$ cat src/es2u_pkg.sv
// shared types, constants and calendar helpers for the epoch seconds to utc calendar block
// no dependencies; used by the rules table, the top level and the checker
`default_nettype none

package es2u_pkg;

  localparam int SECS_W = 25;
  localparam logic [SECS_W-1:0] SEC_PER_DAY  = SECS_W'(24 * 60 * 60);
  localparam logic [SECS_W-1:0] SEC_PER_HOUR = SECS_W'(60 * 60);
  localparam logic [SECS_W-1:0] SEC_PER_MIN  = SECS_W'(60);
  localparam logic [SECS_W-1:0] SEC_PER_YEAR = SECS_W'(365 * 24 * 60 * 60);
  localparam logic [SECS_W-1:0] SEC_PER_LYEAR = SECS_W'(366 * 24 * 60 * 60);

  localparam int EPOCH_YEAR   = 1970;
  localparam int YEAR_BASE    = 1900;
  localparam logic [8:0] EPOCH_MOD400 = 9'(EPOCH_YEAR % 400);
  localparam logic [8:0] LAST_MOD400  = 9'(399);
  localparam logic [2:0] EPOCH_WDAY   = 3'd4;

  localparam logic [3:0] MON_FEB = 4'd1;
  localparam logic [3:0] MON_JUN = 4'd5;
  localparam logic [3:0] MON_DEC = 4'd11;

  localparam int OUT_TDATA_W = 56;

  typedef enum logic [2:0] {
    ST_IDLE,
    ST_YEAR_FWD,
    ST_YEAR_BACK,
    ST_MONTH,
    ST_DAY,
    ST_HOUR,
    ST_MINUTE,
    ST_FINISH
  } es2u_state_t;

  // calendar facts for the year and month under the sequencer
  typedef struct packed {
    logic              leap_year;
    logic [SECS_W-1:0] year_secs;
    logic [4:0]        mon_day_count;
    logic [SECS_W-1:0] month_secs;
  } es2u_rule_t;

  // leap seconds by year offset from 1970: bit 0 end of june, bit 1 end of december
  function automatic logic [1:0] leap_row(input logic [7:0] idx);
    logic [1:0] row;
    unique case (idx)
      8'd2:                                     row = 2'd3;
      8'd3, 8'd4, 8'd5, 8'd6, 8'd7, 8'd8, 8'd9: row = 2'd2;
      8'd11, 8'd12, 8'd13, 8'd15:               row = 2'd1;
      8'd17, 8'd19, 8'd20:                      row = 2'd2;
      8'd22, 8'd23, 8'd24, 8'd27:               row = 2'd1;
      8'd25, 8'd28, 8'd35, 8'd38:               row = 2'd2;
      8'd42:                                    row = 2'd1;
      default:                                  row = 2'd0;
    endcase
    return row;
  endfunction

  function automatic logic [4:0] month_len(input logic [3:0] mon, input logic leap);
    logic [4:0] d;
    unique case (mon)
      4'd1:                    d = leap ? 5'd29 : 5'd28;
      4'd3, 4'd5, 4'd8, 4'd10: d = 5'd30;
      default:                 d = 5'd31;
    endcase
    return d;
  endfunction

  function automatic logic [SECS_W-1:0] days_secs(input logic [4:0] d);
    logic [SECS_W-1:0] s;
    unique case (d)
      5'd28:   s = SECS_W'(28 * 24 * 60 * 60);
      5'd29:   s = SECS_W'(29 * 24 * 60 * 60);
      5'd30:   s = SECS_W'(30 * 24 * 60 * 60);
      default: s = SECS_W'(31 * 24 * 60 * 60);
    endcase
    return s;
  endfunction

  function automatic logic [2:0] wday_add(input logic [2:0] w, input logic [1:0] k);
    logic [3:0] s;
    s = {1'b0, w} + {2'b0, k};
    return (s >= 4'd7) ? 3'(s - 4'd7) : s[2:0];
  endfunction

  function automatic logic [2:0] wday_sub(input logic [2:0] w, input logic [1:0] k);
    logic [3:0] s;
    s = {1'b0, w} + 4'd7 - {2'b0, k};
    return (s >= 4'd7) ? 3'(s - 4'd7) : s[2:0];
  endfunction

endpackage

`default_nettype wire

$ cat src/es2u_alu.sv
// shared add/subtract unit with sign flag, used for every year, month and unit step
// depends on nothing
`default_nettype none

module es2u_alu #(
  parameter int W = 36
) (
  input  wire logic signed [W-1:0] a,
  input  wire logic        [W-1:0] b,
  input  wire logic                sub,
  output logic signed      [W-1:0] res,
  output logic                     neg
);

  always_comb begin
    res = sub ? (a - $signed(b)) : (a + $signed(b));
    neg = res[W-1];
  end

endmodule

`default_nettype wire

$ cat src/es2u_rules.sv
// gregorian and leap second rules: year length, month length and month length in seconds
// depends on es2u_pkg
`default_nettype none

module es2u_rules #(
  parameter int TABLE_YEARS = 44,
  parameter int YW          = 14
) (
  input  wire logic        [8:0]    year_mod400,
  input  wire logic signed [YW-1:0] year_off,
  input  wire logic        [3:0]    mon,
  output es2u_pkg::es2u_rule_t      rule
);
  import es2u_pkg::*;

  logic       ly;
  logic       in_tab;
  logic [1:0] row;
  logic       mon_leap;

  always_comb begin
    ly     = (year_mod400[1:0] == 2'd0) && (year_mod400 != 9'd100) &&
             (year_mod400 != 9'd200) && (year_mod400 != 9'd300);
    in_tab = !year_off[YW-1] && (year_off < YW'(TABLE_YEARS));
    row    = in_tab ? leap_row(year_off[7:0]) : 2'd0;
    if (mon == MON_JUN) begin
      mon_leap = row[0];
    end else if (mon == MON_DEC) begin
      mon_leap = row[1];
    end else begin
      mon_leap = 1'b0;
    end
    rule.leap_year     = ly;
    rule.year_secs     = (ly ? SEC_PER_LYEAR : SEC_PER_YEAR) + SECS_W'(row[0]) +
                         SECS_W'(row[1]);
    rule.mon_day_count = month_len(mon, ly);
    rule.month_secs    = days_secs(rule.mon_day_count) + SECS_W'(mon_leap);
  end

endmodule

`default_nettype wire

$ cat src/epoch_seconds_to_utc_calendar.sv
// sequence: the year is stepped from 1970, then the month, then whole days, hours and
//   minutes, with one add or subtract on the shared unit per step
// one word is converted at a time, as the single shared add/subtract unit serves every step
// a finished word sits in the output register; the next word is taken once it is loaded
// reset: rst_n synchronous, active low, returns the sequencer to idle and drops out_tvalid
`default_nettype none

module epoch_seconds_to_utc_calendar #(
  parameter int TABLE_YEARS   = 44,
  parameter int SECONDS_WIDTH = 36
) (
  input  wire logic                                   clk,
  input  wire logic                                   rst_n,
  input  wire logic                                   in_tvalid,
  output logic                                        in_tready,
  // [SECONDS_WIDTH-1:0] epoch_seconds, zero padding above
  input  wire logic [((SECONDS_WIDTH+7)/8)*8-1:0]     in_tdata,
  output logic                                        out_tvalid,
  input  wire logic                                   out_tready,
  // [11:0] year_since_1900, [15:12] month_index, [20:16] day_of_month,
  // [25:21] hour_of_day, [31:26] minute_of_hour, [37:32] second_of_minute,
  // [40:38] weekday, [49:41] day_of_year, zero padding above
  output logic [es2u_pkg::OUT_TDATA_W-1:0]            out_tdata
);
  import es2u_pkg::*;

  localparam int SW = SECONDS_WIDTH;
  localparam int YW = (SW - 22 > 12) ? SW - 22 : 12;

  es2u_state_t state_r, state_nxt;
  logic        out_valid_r, out_valid_nxt;

  logic signed [SW-1:0] left_r, left_nxt;
  logic signed [YW-1:0] yoff_r, yoff_nxt;
  logic [8:0]           m400_r, m400_nxt;
  logic [2:0]           wday_r, wday_nxt;
  logic [8:0]           yday_r, yday_nxt;
  logic [3:0]           mon_r, mon_nxt;
  logic [4:0]           mday_r, mday_nxt;
  logic [4:0]           hour_r, hour_nxt;
  logic [5:0]           min_r, min_nxt;
  logic                 leap_r, leap_nxt;
  logic [OUT_TDATA_W-1:0] out_r, out_nxt;

  logic signed [YW-1:0] yoff_q;
  logic [8:0]           m400_q;
  es2u_rule_t           rule;

  logic signed [SW-1:0] alu_res;
  logic [SW-1:0]        alu_b;
  logic                 alu_sub;
  logic                 alu_neg;

  logic [11:0] year_out;
  logic [4:0]  mday_out;
  logic [4:0]  hour_out;
  logic [5:0]  min_out;
  logic [5:0]  sec_out;

  // backward steps look at the year before the current one
  always_comb begin
    if (state_r == ST_YEAR_BACK) begin
      yoff_q = yoff_r - YW'(1);
      m400_q = (m400_r == 9'd0) ? LAST_MOD400 : m400_r - 9'd1;
    end else begin
      yoff_q = yoff_r;
      m400_q = m400_r;
    end
  end

  es2u_rules #(
    .TABLE_YEARS (TABLE_YEARS),
    .YW          (YW)
  ) u_rules (
    .year_mod400 (m400_q),
    .year_off    (yoff_q),
    .mon         (mon_r),
    .rule        (rule)
  );

  es2u_alu #(
    .W (SW)
  ) u_alu (
    .a   (left_r),
    .b   (alu_b),
    .sub (alu_sub),
    .res (alu_res),
    .neg (alu_neg)
  );

  always_comb begin
    alu_sub = 1'b1;
    unique case (state_r)
      ST_YEAR_FWD: begin
        alu_b = SW'(rule.year_secs);
      end
      ST_YEAR_BACK: begin
        alu_b   = SW'(rule.year_secs);
        alu_sub = 1'b0;
      end
      ST_MONTH:  alu_b = SW'(rule.month_secs);
      ST_DAY:    alu_b = SW'(SEC_PER_DAY);
      ST_HOUR:   alu_b = SW'(SEC_PER_HOUR);
      ST_MINUTE: alu_b = SW'(SEC_PER_MIN);
      default:   alu_b = SW'(SEC_PER_MIN);
    endcase
  end

  always_comb begin
    year_out = 12'(yoff_r + YW'(EPOCH_YEAR - YEAR_BASE));
    mday_out = leap_r ? mday_r : mday_r + 5'd1;
    hour_out = leap_r ? 5'd23 : hour_r;
    min_out  = leap_r ? 6'd59 : min_r;
    sec_out  = leap_r ? 6'd60 : left_r[5:0];
  end

  always_comb begin
    state_nxt     = state_r;
    out_valid_nxt = out_valid_r;
    left_nxt      = left_r;
    yoff_nxt      = yoff_r;
    m400_nxt      = m400_r;
    wday_nxt      = wday_r;
    yday_nxt      = yday_r;
    mon_nxt       = mon_r;
    mday_nxt      = mday_r;
    hour_nxt      = hour_r;
    min_nxt       = min_r;
    leap_nxt      = leap_r;
    out_nxt       = out_r;
    in_tready     = (state_r == ST_IDLE);

    if (out_valid_r && out_tready) begin
      out_valid_nxt = 1'b0;
    end

    unique case (state_r)
      ST_IDLE: begin
        if (in_tvalid) begin
          left_nxt  = $signed(in_tdata[SW-1:0]);
          yoff_nxt  = '0;
          m400_nxt  = EPOCH_MOD400;
          wday_nxt  = EPOCH_WDAY;
          yday_nxt  = '0;
          mon_nxt   = '0;
          mday_nxt  = '0;
          hour_nxt  = '0;
          min_nxt   = '0;
          leap_nxt  = 1'b0;
          state_nxt = in_tdata[SW-1] ? ST_YEAR_BACK : ST_YEAR_FWD;
        end
      end
      ST_YEAR_FWD: begin
        if (!alu_neg) begin
          left_nxt = alu_res;
          yoff_nxt = yoff_r + YW'(1);
          m400_nxt = (m400_r == LAST_MOD400) ? 9'd0 : m400_r + 9'd1;
          wday_nxt = wday_add(wday_r, rule.leap_year ? 2'd2 : 2'd1);
        end else begin
          state_nxt = ST_MONTH;
        end
      end
      ST_YEAR_BACK: begin
        left_nxt = alu_res;
        yoff_nxt = yoff_q;
        m400_nxt = m400_q;
        wday_nxt = wday_sub(wday_r, rule.leap_year ? 2'd2 : 2'd1);
        if (!alu_neg) begin
          state_nxt = ST_MONTH;
        end
      end
      ST_MONTH: begin
        if (mon_r == MON_DEC || alu_neg) begin
          state_nxt = ST_DAY;
        end else begin
          left_nxt = alu_res;
          yday_nxt = yday_r + 9'(rule.mon_day_count);
          wday_nxt = wday_add(wday_r, 2'(rule.mon_day_count - 5'd28));
          mon_nxt  = mon_r + 4'd1;
        end
      end
      ST_DAY: begin
        if (!alu_neg) begin
          left_nxt = alu_res;
          mday_nxt = mday_r + 5'd1;
          yday_nxt = yday_r + 9'd1;
          wday_nxt = wday_add(wday_r, 2'd1);
        end else if (mday_r == rule.mon_day_count) begin
          // inserted leap second: back up to the last day of the month
          leap_nxt  = 1'b1;
          yday_nxt  = yday_r - 9'd1;
          wday_nxt  = wday_sub(wday_r, 2'd1);
          state_nxt = ST_FINISH;
        end else begin
          state_nxt = ST_HOUR;
        end
      end
      ST_HOUR: begin
        if (!alu_neg) begin
          left_nxt = alu_res;
          hour_nxt = hour_r + 5'd1;
        end else begin
          state_nxt = ST_MINUTE;
        end
      end
      ST_MINUTE: begin
        if (!alu_neg) begin
          left_nxt = alu_res;
          min_nxt  = min_r + 6'd1;
        end else begin
          state_nxt = ST_FINISH;
        end
      end
      ST_FINISH: begin
        if (!out_valid_r || out_tready) begin
          out_nxt       = {6'd0, yday_r, wday_r, sec_out, min_out, hour_out, mday_out,
                           mon_r, year_out};
          out_valid_nxt = 1'b1;
          state_nxt     = ST_IDLE;
        end
      end
      default: state_nxt = ST_IDLE;
    endcase
  end

  always_ff @(posedge clk) begin
    if (!rst_n) begin
      state_r     <= ST_IDLE;
      out_valid_r <= 1'b0;
    end else begin
      state_r     <= state_nxt;
      out_valid_r <= out_valid_nxt;
    end
  end

  always_ff @(posedge clk) begin
    left_r <= left_nxt;
    yoff_r <= yoff_nxt;
    m400_r <= m400_nxt;
    wday_r <= wday_nxt;
    yday_r <= yday_nxt;
    mon_r  <= mon_nxt;
    mday_r <= mday_nxt;
    hour_r <= hour_nxt;
    min_r  <= min_nxt;
    leap_r <= leap_nxt;
    out_r  <= out_nxt;
  end

  assign out_tvalid = out_valid_r;
  assign out_tdata  = out_r;

endmodule

`default_nettype wire

$ cat config.mk
export PLATFORM = sky130hd
export DESIGN_NAME = epoch_seconds_to_utc_calendar
export DESIGN_NICKNAME = d
export VERILOG_FILES = /design/src/es2u_pkg.sv /design/src/es2u_alu.sv /design/src/es2u_rules.sv /design/src/epoch_seconds_to_utc_calendar.sv
export SDC_FILE = /design/constraint.sdc
export NUM_CORES = 1
export LEC_CHECK = 0
export BUFFER_PORTS_ARGS = -buffer_cell sky130_fd_sc_hd__clkbuf_2
export CAP_MARGIN = 10
export CORE_MARGIN = 3
export CORE_UTILIZATION = 66
export CTS_CLUSTER_DIAMETER = 100
export DETAILED_ROUTE_END_ITERATION = 6
export GPL_TIMING_DRIVEN = 1
export PLACE_DENSITY = 0.95
export SLEW_MARGIN = 25
export SYNTH_ARGS = -nofsm -noshare
export SYNTH_HDL_FRONTEND = slang
export SYNTH_SLANG_ARGS = --single-unit
export TNS_END_PERCENT = 20
$ cat constraint.sdc
create_clock -name clk -period 22 [get_ports clk]
set_input_delay 4.4 -clock clk [delete_from_list [all_inputs] [get_ports clk]]
set_output_delay 4.4 -clock clk [all_outputs]
set_load 0.05 [all_outputs]
==> results.toml <==
[layout]
antennaDiodeCount = 0
final_nets = 1362
drive_gt1_frac = 0.150
syn_to_final_growth_pct = 10.3

[routing]
vias = 9606
routed_wl_um = 27700
drt.antenna.violating_nets = 0
wire_per_inst_um = 19.0
drt_pass1_iterations = 7
drc = 1
dr.first_iter.drc_count = 1054
via_per_inst = 6.58

[sta]
worstMarginPinSlew_ns = 1.02
period_share = 0.459
fmax_mhz = 99.0
rsz0062_at_grt = "false"
maxSlewHeadroom = 0.320
timing.setup.tns_ns = 0
slew_viol_final = 0
skew_ns = 0.0125
hold_violations = 0
min_period_ns = 10.10
setup_violations = 0

[global_routing]
grt_max_degree = 70
track_usage = 0.304
grt_pass1_vias = 9086
antenna_found_initial = 0
globalRouteOverflowTotal = 0
grt_pass1_wl_um = 44300

[synthesis]
ys_async_sr_fraction = 0
synth_seq_area_share = 0.396
synth.cell_area_um2 = 11000
synth_edf_count = 142
ys.flop_type = "edfxtp_1"
synth_cells = 1172
yosysUniqueCellTypes = 84
ys_seq_elements = 146
syn_area_per_cell_um2 = 9.35
synth_warnings = 0

[clock_tree]
worst_skew_pair.late_latency_ns = 0.45
htreeDepth = 4
cts-buffers-inserted = 17
holdBufCountCts = 0
cts-root-buf = "clkbuf_16"
cts_buffer_depth = 2
cts_sinks = 146
cts_resized = 0
cts.clk_slew.worst_paths_ns = 0.06
cts_tree = "done"
cts_setup_buffers = 0

[placement]
globalplace.congestion = 0.930
portBuffers = 91
dpl.hpwl_um = 17900

[die]
rows = 46
initial_core_util = 0.683
die_y_um = 135
coreArea_um2 = 16100
die-area_um2 = 18200
die_x_um = 135
num_io_pins = 102

[run_status]
status = "finished with violations"
violations = "DRC"

[job]
cap_violations = 0

[setup_path]
slowest_stage = "nor4b_1"
crit_type = "register to register"
cp.required_ns = 22.29
critPathMaxFanout = 10
endpoint_kind = "register"
slowest_delay_ns = 0.68
cp-start-kind = "register"
crit_arrival_ns = 10.40

[hold_path]
hold_path_class = "register to register"
-- worst max-delay path, delay by kind of cell (launching register included) --
kind | cells | cell delay [ns]
buffers and inverters | 2 | 0.33
adders and majority gates | 6 | 1.91
muxes | 1 | 0.15
and+or+nand+nor | 11 | 2.22
DFF | 1 | 0.55
AOI/OAI and AO/OA | 16 | 3.38
xor gates and xnor gates | 3 | 1.38
-- Yosys cell counts (8+ instances only) --
master	number	area, um2
xnor2_1	48	420
o211ai_1	10	75.1
a21o_1	26	195
o22ai_1	13	81.3
or3_1	8	50.1
edfxtp_1	142	4260
xor2_1	38	333
a21oi_1	82	410
nor3_1	16	80.1
nor2_1	87	327
nand2b_1	17	106
or2_2	18	113
ha_1	82	1030
a211oi_1	11	82.6
o21ai_0	90	450
and3_1	16	100
nand3_1	35	175
mux2i_1	8	80.1
nor2b_1	15	93.8
clkbuf_1	49	184
or3b_2	13	114
nand2_1	121	454
inv_1	56	210
a31oi_1	13	81.3
-- per-layer routing --
layer	track usage	vias to the layer above	wire [um]
met5	0	-	0
met4	0.163	0	1130
met3	0.0626	122	2560
met2	0.497	610	13500
met1	0.382	4492	10600
li1	-	4382	-
-- flip-flops by register name, indices dropped and copies added, names as in the netlist, 5 cells and up --
register,count
hour_r,5
left_r,36
m400_r,9
mday_r,5
min_r,6
out_tdata,50
yday_r,9
yoff_r,14
-- logic make-up (layout without fill, tap and decap cells) --
kind of cell | count (synthesis) | after routing | synth area share
multiplexers | 14 | 14 | 0.0155
AND/OR/NAND/NOR | 390 | 390 | 0.179
other | 1 | 6 | 0.000342
buffers and inverters | 126 | 193 | 0.0478
adder cells (fa/ha/maj) | 87 | 87 | 0.103
XOR/XNOR | 87 | 87 | 0.0702
flip-flops | 146 | 146 | 0.396
AO/OA/AOI/OAI | 321 | 321 | 0.188
-- per-stage QoR --
stage / setup WS [ns] / util / std cells / hold slack, ns / instance area, um2
finish: 11.90 / 0.753 / 1460 / 0.468 / 12100
global route: 11.37 / 0.753 / 1460 / 0.473 / 12100
CTS: 12.13 / 0.752 / 1460 / 0.461 / 12100
detailed placement: 12.37 / 0.717 / 1428 / 0.447 / 11500
global placement: 12.62 / 0.717 / 1428 / 0.442 / 11500
floorplan: 12.09 / - / 1177 / 0.424 / 11000
-- worst paths after layout --
path                                              start                 endpoint  cells after the start  slack (ns)
worst max register to register      yoff_r[2]$_DFFE_PP_  yday_r[8]$_SDFFCE_PN0P_                     39       11.90
worst min-delay path            yday_r[5]$_SDFFCE_PN0P_  out_tdata[46]$_DFFE_PP_                      0        0.47
worst max-delay path                yoff_r[2]$_DFFE_PP_  yday_r[8]$_SDFFCE_PN0P_                     39       11.90
worst min register to register  yday_r[5]$_SDFFCE_PN0P_  out_tdata[46]$_DFFE_PP_                      0        0.47
-- cell usage in the layout, fill, tap and decap left out, types with 18 or more instances in the layout --
master	count
or2_2	18
nor2_1	86
edfxtp_1	142
xor2_1	38
clkbuf_2	91
o21ai_0	90
xnor2_1	48
inv_1	56
a21oi_1	82
nand3_1	35
nand2_1	120
ha_1	82
a21o_1	26
-- cell type report --
cell class,instances,area (um2)
multi-input cells,905,6150
flip-flops and latches,146,4340
fillers,1010,3960
repair buffers,101,531
clock buffers,18,429
well taps,216,270
inverters,60,230
clock inverters,14,144
Power is left out: the tool's default activity adds up to more than one toggle a clock period on the data nets, which glitch-free logic cannot reach.
